==> src/design/bcmq_pkg.sv <==
`timescale 1ns / 1ps
// ----------------------------------------------------------------------------
// bcmq_pkg
// Types and constants shared by the bucket count min queue and its checker.
// ----------------------------------------------------------------------------
package bcmq_pkg;

	localparam int MODE_W   = 2;
	localparam int VALUE_W  = 4;
	localparam int STATUS_W = 2;
	localparam int TOTAL_W  = 24;

	// bitmap scan width per cycle
	localparam int CHUNK_BITS = 4;
	localparam int CHUNK      = 1 << CHUNK_BITS;

	typedef enum logic [MODE_W-1:0] {
		MODE_PUT   = 2'd0,
		MODE_GET   = 2'd1,
		MODE_CLEAR = 2'd2
	} mode_t;

	typedef enum logic [STATUS_W-1:0] {
		ST_OK     = 2'd0,
		ST_MARKER = 2'd1,
		ST_EMPTY  = 2'd2,
		ST_SAT    = 2'd3
	} status_t;

	typedef enum logic [1:0] {
		S_IDLE,
		S_SCAN,
		S_CALC,
		S_HOLD
	} state_t;

endpackage

==> src/design/bcmq_ram.sv <==
`timescale 1ns / 1ps
// ----------------------------------------------------------------------------
// bcmq_ram
// Generic single write port, single read port RAM with registered read data.
// ----------------------------------------------------------------------------
module bcmq_ram #(
	parameter int WIDTH = 20,
	parameter int DEPTH = 16
) (
	input  logic                     clk,
	input  logic                     we,
	input  logic [$clog2(DEPTH)-1:0] waddr,
	input  logic [WIDTH-1:0]         wdata,
	input  logic                     re,
	input  logic [$clog2(DEPTH)-1:0] raddr,
	output logic [WIDTH-1:0]         rdata
);

	logic [WIDTH-1:0] mem_q [DEPTH];

	always_ff @(posedge clk) begin
		if (we) begin
			mem_q[waddr] <= wdata;
		end
		if (re) begin
			rdata <= mem_q[raddr];
		end
	end

endmodule

==> src/design/bucket_count_min_queue_top.sv <==
`timescale 1ns / 1ps
// ----------------------------------------------------------------------------
// bucket_count_min_queue_top
// Min priority queue of small values kept as one saturating counter per
// value, with a bitmap of nonzero counters for the smallest-value search.
// ----------------------------------------------------------------------------
//  channel  handshake             payload
//  in       in_valid / in_ready   mode, value
//  out      out_valid / out_ready taken_value, status, pending_total
//
//  Put: counter RAM read, then modify-write. Get: scan of 16-bit bitmap
//  chunks, at most ceil(NUM_VALUES/16), then on a hit a counter RAM read
//  and modify-write. Clear, unused mode and an out-of-range put finish
//  when accepted. One item at a time; in_ready is high only when the
//  sequencer is idle. A result waiting in the output register holds the
//  sequencer until it is taken. Reset clears the bitmap and total; RAM
//  entries with a clear bitmap bit read as zero, so no clearing pass is needed.
// ----------------------------------------------------------------------------
module bucket_count_min_queue_top #(
	parameter int NUM_VALUES = 16,
	parameter int COUNT_BITS = 20
) (
	input  logic                          clk,
	input  logic                          arst_n,
	input  logic                          in_valid,
	output logic                          in_ready,
	input  logic [bcmq_pkg::MODE_W-1:0]   mode,
	input  logic [bcmq_pkg::VALUE_W-1:0]  value,
	output logic                          out_valid,
	input  logic                          out_ready,
	output logic [bcmq_pkg::VALUE_W-1:0]  taken_value,
	output logic [bcmq_pkg::STATUS_W-1:0] status,
	output logic [bcmq_pkg::TOTAL_W-1:0]  pending_total
);

	localparam int IDX_W  = $clog2(NUM_VALUES);
	localparam int NCHUNK = (NUM_VALUES + bcmq_pkg::CHUNK - 1) / bcmq_pkg::CHUNK;
	localparam int CI_W   = (NCHUNK > 1) ? $clog2(NCHUNK) : 1;
	localparam int PAD_W  = NCHUNK * bcmq_pkg::CHUNK;

	bcmq_pkg::state_t  state_q, state_d;
	bcmq_pkg::mode_t   op_q;
	bcmq_pkg::status_t fin_status, res_status_q;

	logic [NUM_VALUES-1:0]           nz_q;
	logic [bcmq_pkg::TOTAL_W-1:0]    total_q, total_d;
	logic [IDX_W-1:0]                idx_q;
	logic [CI_W-1:0]                 chunk_q;
	logic [bcmq_pkg::VALUE_W-1:0]    fin_taken, res_taken_q;
	logic                            fin_valid;
	logic                            accept, out_free, in_range;
	logic                            nz_set, nz_clr, nz_clr_all;

	logic [PAD_W-1:0]                nz_pad;
	logic [bcmq_pkg::CHUNK-1:0]      chunk_bits;
	logic [bcmq_pkg::CHUNK_BITS-1:0] enc;
	logic                            found, last_chunk;
	logic [IDX_W-1:0]                scan_idx;

	logic                            ram_we, ram_re;
	logic [IDX_W-1:0]                ram_raddr;
	logic [COUNT_BITS-1:0]           ram_wdata, ram_rdata, cnt;

	assign in_ready = (state_q == bcmq_pkg::S_IDLE);
	assign accept   = in_valid && in_ready;
	assign out_free = !out_valid || out_ready;
	assign in_range = (32'(value) < 32'(NUM_VALUES));

	// bucket 0 is the end marker and never wins the scan
	assign nz_pad     = {(PAD_W - 1)'(nz_q[NUM_VALUES-1:1]), 1'b0};
	assign chunk_bits = nz_pad[chunk_q * bcmq_pkg::CHUNK +: bcmq_pkg::CHUNK];
	assign found      = |chunk_bits;
	assign last_chunk = (chunk_q == CI_W'(NCHUNK - 1));
	assign scan_idx   = IDX_W'({chunk_q, enc});

	always_comb begin
		enc = '0;
		for (int i = bcmq_pkg::CHUNK - 1; i >= 0; i--) begin
			if (chunk_bits[i]) begin
				enc = bcmq_pkg::CHUNK_BITS'(i);
			end
		end
	end

	// entries whose bitmap bit is clear are stale and count as zero
	assign cnt = nz_q[idx_q] ? ram_rdata : '0;

	bcmq_ram #(
		.WIDTH(COUNT_BITS),
		.DEPTH(NUM_VALUES)
	) u_ram (
		.clk  (clk),
		.we   (ram_we),
		.waddr(idx_q),
		.wdata(ram_wdata),
		.re   (ram_re),
		.raddr(ram_raddr),
		.rdata(ram_rdata)
	);

	always_comb begin
		state_d    = state_q;
		ram_re     = 1'b0;
		ram_raddr  = IDX_W'(value);
		ram_we     = 1'b0;
		ram_wdata  = cnt + COUNT_BITS'(1);
		fin_valid  = 1'b0;
		fin_taken  = '0;
		fin_status = bcmq_pkg::ST_OK;
		total_d    = total_q;
		nz_set     = 1'b0;
		nz_clr     = 1'b0;
		nz_clr_all = 1'b0;
		case (state_q)
			bcmq_pkg::S_IDLE: begin
				if (accept) begin
					case (bcmq_pkg::mode_t'(mode))
						bcmq_pkg::MODE_PUT: begin
							if (in_range) begin
								ram_re  = 1'b1;
								state_d = bcmq_pkg::S_CALC;
							end else begin
								fin_valid  = 1'b1;
								fin_status = bcmq_pkg::ST_SAT;
							end
						end
						bcmq_pkg::MODE_GET: begin
							state_d = bcmq_pkg::S_SCAN;
						end
						bcmq_pkg::MODE_CLEAR: begin
							nz_clr_all = 1'b1;
							total_d    = '0;
							fin_valid  = 1'b1;
						end
						default: begin
							fin_valid = 1'b1;
						end
					endcase
				end
			end
			bcmq_pkg::S_SCAN: begin
				if (found) begin
					ram_re    = 1'b1;
					ram_raddr = scan_idx;
					state_d   = bcmq_pkg::S_CALC;
				end else if (last_chunk) begin
					fin_valid  = 1'b1;
					fin_status = nz_q[0] ? bcmq_pkg::ST_MARKER : bcmq_pkg::ST_EMPTY;
				end
			end
			bcmq_pkg::S_CALC: begin
				fin_valid = 1'b1;
				if (op_q == bcmq_pkg::MODE_PUT) begin
					if (cnt == '1 || total_q == '1) begin
						fin_status = bcmq_pkg::ST_SAT;
					end else begin
						ram_we  = 1'b1;
						nz_set  = 1'b1;
						total_d = total_q + bcmq_pkg::TOTAL_W'(1);
					end
				end else begin
					ram_we    = 1'b1;
					ram_wdata = cnt - COUNT_BITS'(1);
					nz_clr    = (cnt == COUNT_BITS'(1));
					if (total_q != '0) begin
						total_d = total_q - bcmq_pkg::TOTAL_W'(1);
					end
					fin_taken = bcmq_pkg::VALUE_W'(idx_q);
				end
			end
			bcmq_pkg::S_HOLD: begin
				if (out_free) begin
					state_d = bcmq_pkg::S_IDLE;
				end
			end
			default: begin
				state_d = bcmq_pkg::S_IDLE;
			end
		endcase
		if (fin_valid) begin
			state_d = out_free ? bcmq_pkg::S_IDLE : bcmq_pkg::S_HOLD;
		end
	end

	always_ff @(posedge clk or negedge arst_n) begin
		if (!arst_n) begin
			state_q   <= bcmq_pkg::S_IDLE;
			nz_q      <= '0;
			total_q   <= '0;
			out_valid <= 1'b0;
			chunk_q   <= '0;
		end else begin
			state_q <= state_d;
			total_q <= total_d;
			if (nz_clr_all) begin
				nz_q <= '0;
			end else if (nz_set) begin
				nz_q[idx_q] <= 1'b1;
			end else if (nz_clr) begin
				nz_q[idx_q] <= 1'b0;
			end
			if (accept) begin
				chunk_q <= '0;
			end else if (state_q == bcmq_pkg::S_SCAN && !found && !last_chunk) begin
				chunk_q <= chunk_q + CI_W'(1);
			end
			if ((fin_valid || state_q == bcmq_pkg::S_HOLD) && out_free) begin
				out_valid <= 1'b1;
			end else if (out_ready) begin
				out_valid <= 1'b0;
			end
		end
	end

	// payload registers
	always_ff @(posedge clk) begin
		if (accept) begin
			op_q  <= bcmq_pkg::mode_t'(mode);
			idx_q <= IDX_W'(value);
		end else if (state_q == bcmq_pkg::S_SCAN && found) begin
			idx_q <= scan_idx;
		end
		if (fin_valid) begin
			res_taken_q  <= fin_taken;
			res_status_q <= fin_status;
		end
		if (fin_valid && out_free) begin
			taken_value   <= fin_taken;
			status        <= fin_status;
			pending_total <= total_d;
		end else if (state_q == bcmq_pkg::S_HOLD && out_free) begin
			taken_value   <= res_taken_q;
			status        <= res_status_q;
			pending_total <= total_q;
		end
	end

endmodule

==> config.mk <==
export PLATFORM = sky130hd
export DESIGN_NAME = bucket_count_min_queue_top
export DESIGN_NICKNAME = d
export VERILOG_FILES = /design/src/design/bcmq_pkg.sv /design/src/design/bcmq_ram.sv /design/src/design/bucket_count_min_queue_top.sv
export SDC_FILE = /design/constraint.sdc
export NUM_CORES = 1
export LEC_CHECK = 0
export BUFFER_PORTS_ARGS = -buffer_cell sky130_fd_sc_hd__buf_2
export CAP_MARGIN = 20
export CORE_ASPECT_RATIO = 0.8
export CORE_UTILIZATION = 50
export CTS_CLUSTER_SIZE = 40
export DETAILED_ROUTE_END_ITERATION = 10
export GPL_TIMING_DRIVEN = 0
export PLACE_DENSITY = 0.66
export SYNTH_ARGS = -nofsm -noshare
export SYNTH_HDL_FRONTEND = slang
export SYNTH_HIERARCHICAL = 1
export SYNTH_SLANG_ARGS = --single-unit
==> constraint.sdc <==
create_clock -name clk -period 16.7 [get_ports clk]
set_input_delay 0.835 -clock clk [delete_from_list [all_inputs] [get_ports clk]]
set_output_delay 0.835 -clock clk [all_outputs]
set_load 0.05 [all_outputs]
==> flow_summary.ini <==
[status]
status = finished, violations left
violations = DRC

[detailed_routing]
drt-pass1-iter-count = 8
vias = 12380
routed_via_density = 6.296
drc_errors = 3
drt_iter0_markers = 1467
avgRoutedWirePerCell_um = 23.47
drt-total-wl_um = 46150
ant_nets = 0

[synth]
avgSynthCellArea_um2 = 14.50
netlist.area_leader.share_pct = 60.04
yosysWarnings = 6
synth-edff-count = 382
synth_area_leaders = edfxtp_1, mux4_2, dfrtp_1
yosysUniqueCellTypes = 79
syn_nets = 1337
ys.flop_type = edfxtp_1
synth_top_cell_by_area = edfxtp_1
ys_seq_area_share_pct = 65.80
syn-cell-area_mm2 = 0.01911
yosysMostFrequentCell = edfxtp_1
synth_seq_cells = 426
yosys-top-cells-count = edfxtp_1, nand2_1, nor2_1, mux4_2, a21oi_1
synth-async-reset-ratio_pct = 10.33
synth_cells = 1318

[pwr]
clkPwrFrac_pct = 25.4
netSwitchingPower_mw = 1.350
swShare_pct = 35.93
power_density_mw_per_mm2 = 171.5
fin_total_pwr_mw = 3.756
pwr-share-seq_pct = 41.6
vdd_drop_max_mv = 0.1048
p_int_mw = 2.407
p_comb_share_pct = 33.1
p_leak_nw = 7.435

[clock_network]
post-cts-setup-buffer-count = 0
cts_buffers = 42
cts_tree = done
worst_skew_pair.late_latency_ns = 0.58
cts_resized = 0
clock-root-buffer = clkbuf_16
cts_sinks = 426
cts.path.max_buffers = 3
cts.hold.buffers_added = 0
htree_levels = 2
cts.clk_slew.worst_paths_ns = 0.06

[setup_path]
cp_max_fo = 12
slowest_stage = mux4_2
max_stage_delay_ns = 0.67
endpoint_kind = register
worstSetupPathType = register to register
startpoint_type = register
crit_chain = buf_6 > mux4_2 > mux4_2 > clkbuf_1 > buf_1 > nand2_1 > inv_1 > ha_1 > nand3_1 > nor4_1 > nand3_4 > nand2_1 > a21oi_1 > or3b_2 > nor2_2 > buf_8
arrival_ns = 6.32
cp.required_ns = 16.98

[timing]
final.min_clock_period_ns = 6.042
hold_violations = 0
rsz0062_at_grt = no
skew_ns = 0.03749
fmax_mhz = 165.5
tightest_slew_ns = 1.060
drv_slew = 0
setup_tns_ns = 0
slew_headroom_pct = 28.70
min_period_over_period_pct = 36.18
setup_viol = 0

[placed_design]
place_congestion = 0.9301
port_buffers = 41
dp_hpwl_um = 31900

[floorplanning]
start_util_pct = 51.14
die_w_um = 220.6
core-area_mm2 = 0.03736
std_cell_rows = 63
fp.dieH_um = 176.8
dieArea_mm2 = 0.03900
pin_count = 42

[global_routing]
grtUsageTotal_pct = 23.96
grt_pass1_wl_um = 69670
overflow = 0
grt_max_degree = 32
grt_pass1_vias = 11520
antenna_found_initial = 0

[finish]
diodes = 0
multi_input_area_mm2 = 0.006153
num-fill-cells = 2910
final_nets = 1464
drive_gt1_share_pct = 18.66
final-seq-area_mm2 = 0.01257
area_growth_pct = 14.61

[run]
cap_violations = 0

[hold_path]
min_path_type = input pin to async pin
[power by group through the flow]
stage / Clock [mW] / Sequential [mW] / Combinational [mW]
2_1_floorplan: 0 / 1.70 / 0.675
3_3_place_gp: 0 / 1.59 / 1.13
3_5_place_dp: 0 / 1.58 / 1.22
4_1_cts: 0.971 / 1.56 / 1.23
5_1_grt: 1.01 / 1.58 / 1.33
6_report: 0.954 / 1.56 / 1.24
[sequential cells by signal (all words and copies together), names as in the netlist]
| register | count |
|---|---|
| u_ram/mem_q | 320 |
| total_q | 24 |
| u_ram/rdata | 20 |
| taken_value | 4 |
| nz_q | 16 |
| status | 2 |
| pending_total | 24 |
| res_status_q | 2 |
| out_valid | 1 |
| idx_q | 4 |
| state_q | 2 |
| res_taken_q | 4 |
| chunk_q | 1 |
| op_q | 2 |
[final timing paths]
check | from | end | slack, ns | depth (start not counted)
max | idx_q[0] | u_ram/mem_q[2][1] | 10.66 | 16
min | arst_n | nz_q[2] | 0.17 | 1
max reg2reg | idx_q[0] | u_ram/mem_q[2][1] | 10.66 | 16
min reg2reg | res_status_q[0] | status[0] | 0.54 | 2
max in group asynchronous | arst_n | total_q[2] | 16.00 | 2
min in group clk | res_status_q[0] | status[0] | 0.54 | 2
[metrics by stage]
step / hold WS (ns) / cell area, µm² / worst slack, ns / instances / utilization, %
final: 0.1660 / 21900 / 10.66 / 1966 / 58.61
after global routing: 0.1929 / 21900 / 10.43 / 1966 / 58.61
after CTS: 0.1741 / 21880 / 10.68 / 1963 / 58.56
after detailed placement: 0.5306 / 20470 / 10.69 / 1885 / 54.78
after global placement: 0.5087 / 19920 / 8.731 / 1846 / 53.32
after floorplan: 0.4946 / 19110 / 11.15 / 1318 / -
[final cells by class]
type / instances / area share (%)
plain buffers: 79 / 1.691
clock inverters: 28 / 1.508
repair buffers: 83 / 3.108
multi-input cells: 786 / 28.10
flip-flops and latches: 426 / 57.41
well taps: 487 / 2.783
clock buffers: 50 / 4.937
inverters: 27 / 0.4628
[cells in the final DEF, fill, tap and decap left out, drive strengths merged, types with 5 or more instances in the layout]
master / synthesis / layout
o22ai: 8 / 8
o31ai: 14 / 14
ha: 9 / 9
clkbuf: 55 / 106
dfrtp: 44 / 44
a31oi: 35 / 35
nand4: 12 / 12
mux2: 9 / 9
a22oi: 43 / 43
o311ai: 5 / 5
edfxtp: 382 / 382
bufinv: 0 / 5
buf: 24 / 106
o21ai: 58 / 58
o211ai: 9 / 9
nor2b: 8 / 8
nand3b: 6 / 6
or3: 23 / 23
inv: 27 / 28
and3: 11 / 11
mux4: 85 / 85
nand2: 122 / 122
a21oi: 57 / 57
nor3: 35 / 35
nor2: 80 / 80
nor4: 11 / 11
o21a: 5 / 5
nand3: 42 / 42
and2: 13 / 13
or2: 9 / 9
nand2b: 7 / 7
clkinv: 0 / 20
[worst max-delay path, delay by kind of cell, from the launching register on]
kind | cells | cell delay [ns]
flip-flops | 1 | 0.64
AND/OR/NAND/NOR | 7 | 2.04
adder cells (fa/ha/maj) | 1 | 0.21
multiplexers | 2 | 1.21
AO/OA/AOI/OAI | 1 | 0.45
buffers and inverters | 5 | 1.18
[per-layer routing]
metal,vias to the layer above,global-route usage [%],part of all wire (%)
li1,5513,-,-
met1,6261,37.26,46
met2,543,35.67,44
met3,60,3.866,8.0
met4,0,5.080,1.6
met5,-,0,0
[cells by family after synthesis]
kind of cell	Yosys count	synth area share, %
flops	426	65.80
fa+ha+maj	9	0.5894
buf+inv	106	2.469
simple gates	395	10.16
mux	98	11.11
compound gates	280	9.692
xor+xnor	4	0.1834
Power figures use the tool's default switching activity.
